[src/rtl/o1re_pkg.sv]
// Shared constants and types for the order-1 range encoder.
// Used by the controller, the datapath and the top level; no dependencies.
`timescale 1ns / 1ps
`default_nettype none
package o1re_pkg;

	localparam int CONTEXTS    = 256;
	localparam int CTX_BITS    = $clog2(CONTEXTS);
	localparam int SYMBOLS     = 256;
	localparam int SYM_BITS    = 8;
	localparam int ADDR_W      = CTX_BITS + SYM_BITS;
	localparam int CNT_W       = 25;
	localparam int FLUSH_BYTES = 5;
	localparam int FCNT_W      = 3;

	localparam logic [CNT_W-1:0] TOT_RESET = CNT_W'(256);
	localparam logic [CNT_W-1:0] CNT_ONE   = CNT_W'(1);
	localparam logic [7:0]       BYTE_FF   = 8'hFF;
	localparam logic [7:0]       BYTE_00   = 8'h00;
	localparam logic [31:0]      WORD_FF   = 32'hFFFF_FFFF;

	// datapath operations issued by the controller
	typedef enum logic [4:0] {
		OP_NONE,
		OP_START,
		OP_WALK,
		OP_DIV_INIT,
		OP_DIV_STEP,
		OP_MUL1,
		OP_MUL2,
		OP_CARRY_A,
		OP_CARRY_B,
		OP_NORM_FF,
		OP_EMIT_H,
		OP_EMIT_P,
		OP_INC,
		OP_HALVE,
		OP_HALVE_END,
		OP_TAIL,
		OP_FINISH
	} op_t;

	typedef struct packed {
		op_t op;
	} ctl_t;

	typedef struct packed {
		logic sweep_last;
		logic div_last;
		logic range_small;
		logic top_ff;
		logic carry;
		logic held_v;
		logic pend_nz;
		logic pend_gt1;
		logic halve;
		logic eom;
		logic push_ok;
	} sts_t;

endpackage
`default_nettype wire

[src/rtl/o1re_ctrl.sv]
// Sequencer for the order-1 range encoder: steps one byte through walk,
// divide, code, normalize, model update, halving and flush. Uses o1re_pkg.
`timescale 1ns / 1ps
`default_nettype none
module o1re_ctrl (
	input  logic           clk,
	input  logic           arst_n,
	input  logic           in_valid,
	output logic           in_ready,
	input  o1re_pkg::sts_t sts,
	output o1re_pkg::ctl_t ctl
);
	import o1re_pkg::*;

	typedef enum logic [4:0] {
		S_IDLE, S_WALK, S_DIVI, S_DIV, S_MUL1, S_MUL2, S_CAR_A, S_CAR_B,
		S_NORM, S_EB_H, S_EB_P, S_INC, S_HALVE, S_HALVE_END, S_FLUSH,
		S_TAIL_H, S_TAIL_P, S_FIN
	} state_t;

	state_t              state_q, nxt;
	logic                flush_q, nxt_flush;
	logic [FCNT_W-1:0]   fcnt_q, nxt_fcnt;

	assign in_ready = (state_q == S_IDLE);

	// pick the operation and the next step
	always_comb begin
		nxt       = state_q;
		nxt_flush = flush_q;
		nxt_fcnt  = fcnt_q;
		ctl.op    = OP_NONE;
		unique case (state_q)
			S_IDLE: begin
				if (in_valid) begin
					ctl.op    = OP_START;
					nxt       = S_WALK;
					nxt_flush = 1'b0;
					nxt_fcnt  = '0;
				end
			end
			S_WALK: begin
				ctl.op = OP_WALK;
				if (sts.sweep_last) nxt = S_DIVI;
			end
			S_DIVI: begin
				ctl.op = OP_DIV_INIT;
				nxt    = S_DIV;
			end
			S_DIV: begin
				ctl.op = OP_DIV_STEP;
				if (sts.div_last) nxt = S_MUL1;
			end
			S_MUL1: begin
				ctl.op = OP_MUL1;
				nxt    = S_MUL2;
			end
			S_MUL2: begin
				ctl.op = OP_MUL2;
				nxt    = S_CAR_A;
			end
			S_CAR_A: begin
				if (!sts.carry) begin
					nxt = S_NORM;
				end else if (!sts.pend_nz || sts.push_ok) begin
					ctl.op = OP_CARRY_A;
					nxt    = sts.pend_nz ? S_CAR_B : S_NORM;
				end
			end
			S_CAR_B: begin
				if (!sts.pend_gt1 || sts.push_ok) begin
					ctl.op = OP_CARRY_B;
					nxt    = S_NORM;
				end
			end
			S_NORM: begin
				if (!sts.range_small) begin
					nxt = S_INC;
				end else if (sts.top_ff) begin
					ctl.op = OP_NORM_FF;
				end else begin
					nxt = sts.held_v ? S_EB_H : S_EB_P;
				end
			end
			S_EB_H: begin
				if (sts.push_ok) begin
					ctl.op = OP_EMIT_H;
					nxt    = S_EB_P;
				end
			end
			S_EB_P: begin
				if (!(sts.held_v && sts.pend_nz) || sts.push_ok) begin
					ctl.op = OP_EMIT_P;
					if (!flush_q) begin
						nxt = S_NORM;
					end else if (fcnt_q == FCNT_W'(FLUSH_BYTES - 1)) begin
						nxt = S_TAIL_H;
					end else begin
						nxt_fcnt = fcnt_q + FCNT_W'(1);
						nxt      = S_FLUSH;
					end
				end
			end
			S_INC: begin
				ctl.op = OP_INC;
				if (sts.halve)    nxt = S_HALVE;
				else if (sts.eom) nxt = S_FLUSH;
				else              nxt = S_FIN;
			end
			S_HALVE: begin
				ctl.op = OP_HALVE;
				if (sts.sweep_last) nxt = S_HALVE_END;
			end
			S_HALVE_END: begin
				ctl.op = OP_HALVE_END;
				nxt    = sts.eom ? S_FLUSH : S_FIN;
			end
			S_FLUSH: begin
				nxt_flush = 1'b1;
				nxt       = sts.held_v ? S_EB_H : S_EB_P;
			end
			S_TAIL_H: begin
				if (!sts.held_v) begin
					nxt = S_FIN;
				end else if (sts.push_ok) begin
					ctl.op = OP_EMIT_H;
					nxt    = S_TAIL_P;
				end
			end
			S_TAIL_P: begin
				if (!sts.pend_nz || sts.push_ok) begin
					ctl.op = OP_TAIL;
					nxt    = S_FIN;
				end
			end
			S_FIN: begin
				if (sts.push_ok) begin
					ctl.op = OP_FINISH;
					nxt    = S_IDLE;
				end
			end
			default: nxt = S_IDLE;
		endcase
	end

	// hold state
	always_ff @(posedge clk or negedge arst_n) begin
		if (!arst_n) begin
			state_q <= S_IDLE;
			flush_q <= 1'b0;
			fcnt_q  <= '0;
		end else begin
			state_q <= nxt;
			flush_q <= nxt_flush;
			fcnt_q  <= nxt_fcnt;
		end
	end
endmodule
`default_nettype wire

[config.mk]
export PLATFORM = sky130hd
export DESIGN_NAME = o1re_ctrl
export DESIGN_NICKNAME = d
export VERILOG_FILES = /design/src/rtl/o1re_pkg.sv /design/src/rtl/o1re_ctrl.sv
export SDC_FILE = /design/constraint.sdc
export NUM_CORES = 1
export LEC_CHECK = 0
export ABC_AREA = 1
export BUFFER_PORTS_ARGS = -buffer_cell sky130_fd_sc_hd__buf_2
export CAP_MARGIN = 20
export CORE_MARGIN = 2
export CORE_UTILIZATION = 60
export DETAILED_ROUTE_END_ITERATION = 8
export PLACE_DENSITY_LB_ADDON = 0.08
export SYNTH_ARGS = -nofsm -noshare
export SYNTH_HDL_FRONTEND = slang
export SYNTH_SLANG_ARGS = --single-unit
[constraint.sdc]
create_clock -name clk -period 2.8 [get_ports clk]
set_clock_uncertainty 0.1 [all_clocks]
set_input_delay 0.42 -clock clk [delete_from_list [all_inputs] [get_ports clk]]
set_output_delay 0.42 -clock clk [all_outputs]
set_load 0.1 [all_outputs]
==> summary by stage <==
Run status
The run finished with clean final reports.

Clocking
The tree built by TritonCTS fans out to 9 sinks. The clock transition at the registers of the reported paths is 0.07 ns. CTS built an H-tree with a depth of 1. The cell sitting at the root of the clock tree is a sky130_fd_sc_hd__clkbuf_4. After clock tree synthesis, the repair step resized 0 gates. Counting along the longest clock path gives a buffer depth of 2.

The clock tree from TritonCTS is yes. The later-pin clock latency in the skew report is 0.28 ns. Buffers inserted during clock tree synthesis total 3.

The number of buffers inserted by post-CTS setup repair is 0.

Timing
Setup repair after global routing left no endpoint under its margin. The minimum period implied by the final worst setup slack is 2.638 ns. The number of pins with negative max-slew slack in the final report was 0. Setup total negative slack on the finished layout was measured at 0 ns.

Setup violations remaining at the end of the flow were counted as 0. Across all hold checks on the routed design, the worst slack comes to 0.4168 ns. The worst-margin pin slew is about 0.48 ns. The tightest slew margin relative to the limit is 67.89%. The final hold violation count is 0. Derived from the worst setup path, the maximum achievable clock frequency is 379.1 MHz. Of the available clock period, the critical path in the final layout requires 94.20%.

Worst setup path
The required time of the worst setup path is 2.28 ns. The arrival time at the worst endpoint is 2.12 ns. The sort of element at the end of the critical path is a primary output.

The worst setup path is launched from a flop. The worst-path maximum fanout is 7. The critical-path cell with the highest stage delay is sky130_fd_sc_hd__dfrtp_1. Traced cell by cell, the critical path runs through inv_4 -> nand3_2 -> nor2_4 -> nand2_2 -> o21ai_2 -> nand2_2 -> o21ai_2 -> buf_2. The largest single stage delay on the critical path is 0.49 ns. The worst setup path is of the flop to primary output kind.

Pwr
In this run the static leakage power is between 0.8 and 0.9 nW. In this run the power spent charging and discharging nets is 1.078 mW. The relative contribution of sequential cells to total power is 15.6%. Dividing total power by cell area gives a power density of 1178 mW/mm^2.

The internal portion of the total power is 489.5 uW. The largest vdd supply drop is 0.8924 mV. The clock network burns 6.7% of the power. Of the total power, the share spent switching nets is 68.77%. The total power after layout is 1.568 mW.

The combinational group share of total power is 77.8%.

Floorplanning
In this run the core area contains 15 standard-cell rows. The region available for standard cell placement spans 0.001764 mm^2. The effective utilization at floorplan is 65.60%. 20 I/O pins were placed. From left edge to right edge, the die measures 47.92 um. Measured along the y axis, the die boundary spans 47.92 um. The die covers 0.002296 mm^2.

Yosys
The average instance area after synthesis is 5.787 um^2. The mapped netlist covers approximately 0.0012 mm^2. The dominant cell type by area after synthesis is sky130_fd_sc_hd__nand2_1. The share of the yosys chip area belonging to registers is 19.46%. In the synthesized netlist, the number of instances is 200. The count of unique library cells instantiated by Yosys is 23. Synthesis produced a netlist with a net count of 216. The total of flip-flops plus latches after synthesis is 9. The top-area cell type share of the netlist area is 22.05%.

The number of warnings issued by yosys is 0. Ranked by total cell area, the synthesized netlist is headed by sky130_fd_sc_hd__nand2_1 (22%), sky130_fd_sc_hd__dfrtp_1 (19%), sky130_fd_sc_hd__nand3_1 (7.8%).

Layout
The layout overhead on the synthesized area is 15.03%. The number of fill cells in the layout is 157. Leaving out fill and tap cells, the most frequent cells in the layout are sky130_fd_sc_hd__nand2_1 (68), sky130_fd_sc_hd__inv_1 (23), sky130_fd_sc_hd__nor2_1 (19), sky130_fd_sc_hd__buf_2 (19), sky130_fd_sc_hd__nand3_1 (18).

Of the cells placed in the final design, the portion with a size suffix greater than 1 is ~28%. The number of nets in the layout is 241. The most common cell after layout, fill and taps aside is sky130_fd_sc_hd__nand2_1. The antenna diode count is 0.

Job
The tool flagged a number of max-cap violations equal to 0.

Global route
The initial antenna violation count is 0. The all-layer global routing usage is between 30% and 40%. The aggregate global routing overflow is 0. The largest net degree at the start of global routing is 10. The number of global-route vias before repair is ~1200. The first global-routing pass estimated 5.264 mm of wire.

Drt
For this block, the initial DRC count from the detailed router was 87. The first detailed-routing pass took 4 iterations. For this block, the routed nets add up to 3.311 mm of wire. After detailed routing, the average wire length per cell comes to 13.30 um. The number of antenna-violating nets in the routed design is 0. The per-cell via count in the routed design is 5.574. For this run, design rule violations remaining after detail routing come to 0.

The routed layout has about 1400 vias.

Place
The congestion estimate from routability-driven global placement came to between 1 and 1.5. The sum of net half-perimeters after detailed placement is 2.752 mm. During placement, the flow inserted port buffers numbering 19.

Min path
The classification of the worst-slack hold path is input pin to asynchronous set/reset pin.
==> layout make-up <==
type,instances,area (um^2),share of cell area (%)
Multi-Input combinational cell,159,819.5,61.56
Clock inverter,1,5.005,0.3759
Inverter,32,122.6,9.211
Clock buffer,3,22.52,1.692
Tap cell,25,31.28,2.350
Sequential cell,9,225.2,16.92
Timing Repair Buffer,20,105.1,7.895
==> critical path: cells and delay by family (launching register included) <==
| kind | cells | cell delay, ns |
|---|---|---|
| compound gates | 2 | 0.25 |
| flops | 1 | 0.49 |
| simple gates | 4 | 0.51 |
| buf+inv | 2 | 0.58 |
==> what timing repair did <==
action	4_1_cts	5_1_grt
hold buffers	1	0
endpoints found under the setup margin	0	0
hold endpoints to repair	9	0
==> power groups by stage <==
stage | clock network, mW | registers (mW) | logic, mW
2_1_floorplan | 0 | 0.232 | 1.00
3_3_place_gp | 0 | 0.238 | 1.18
3_5_place_dp | 0 | 0.243 | 1.20
4_1_cts | 0.109 | 0.241 | 1.21
5_1_grt | 0.114 | 0.249 | 1.31
6_report | 0.105 | 0.244 | 1.22
==> logic make-up (layout without fill, tap and decap cells) <==
| group | count (synthesis) | count (layout) | synth area share, % |
|---|---|---|---|
| AND/OR/NAND/NOR | 141 | 141 | 60.00 |
| buffers and inverters | 32 | 56 | 10.59 |
| AO/OA/AOI/OAI | 15 | 15 | 7.027 |
| flip-flops | 9 | 9 | 19.46 |
| adder cells (fa/ha/maj) | 2 | 2 | 2.162 |
| XOR/XNOR | 1 | 1 | 0.7569 |
==> metrics by stage <==
step	cells	worst slack (ns)	utilization, %	area [um^2]
after floorplan	200	-0.1073	-	1167
after global placement	244	0.5310	73.33	1294
after detailed placement	244	0.4711	73.33	1294
after CTS	249	0.1670	75.46	1331
after global routing	249	0.003670	75.46	1331
final	249	0.1624	75.46	1331
==> per-layer routing <==
metal  track usage (%)  up-vias  wire length (um)
met5                 0        -                 0
met4             11.35        0                60
met3             6.415        8               323
met2             58.67       87              1623
met1             40.96      617              1304
li1                  -      676                 -
==> synth_stat cells <==
master	n
sky130_fd_sc_hd__nor2_4	6
sky130_fd_sc_hd__nand2_4	1
sky130_fd_sc_hd__xor2_1	1
sky130_fd_sc_hd__inv_4	1
sky130_fd_sc_hd__nand3b_1	1
sky130_fd_sc_hd__nand2_1	68
sky130_fd_sc_hd__dfrtp_1	9
sky130_fd_sc_hd__a21oi_1	4
sky130_fd_sc_hd__o21ai_2	1
sky130_fd_sc_hd__inv_2	8
sky130_fd_sc_hd__nor2_1	19
sky130_fd_sc_hd__o21ai_0	4
sky130_fd_sc_hd__nand2_2	10
sky130_fd_sc_hd__nand3_1	18
sky130_fd_sc_hd__o21a_1	1
sky130_fd_sc_hd__nand3_2	4
sky130_fd_sc_hd__o21ai_1	5
sky130_fd_sc_hd__nand4_1	5
sky130_fd_sc_hd__nor4_1	1
sky130_fd_sc_hd__inv_1	23
sky130_fd_sc_hd__nor3b_1	1
sky130_fd_sc_hd__ha_1	2
sky130_fd_sc_hd__nor2_2	7
==> worst paths after layout <==
check | start | to | slack [ns] | cells after the start
min in group clk | in_valid | flush_q | 0.42 | 4
min | arst_n | state_q[1] | 0.42 | 2
max in group asynchronous | arst_n | fcnt_q[1] | 2.00 | 2
max | state_q[4] | ctl[0] | 0.16 | 8
min reg2reg | fcnt_q[0] | fcnt_q[0] | 0.45 | 2
max reg2reg | state_q[3] | fcnt_q[1] | 1.01 | 9
==> state kept, by name (all words and copies together), names as in the netlist <==
register,cells
state_q,5
fcnt_q,3
flush_q,1
Note: power is estimated with default switching activity, not from simulation.
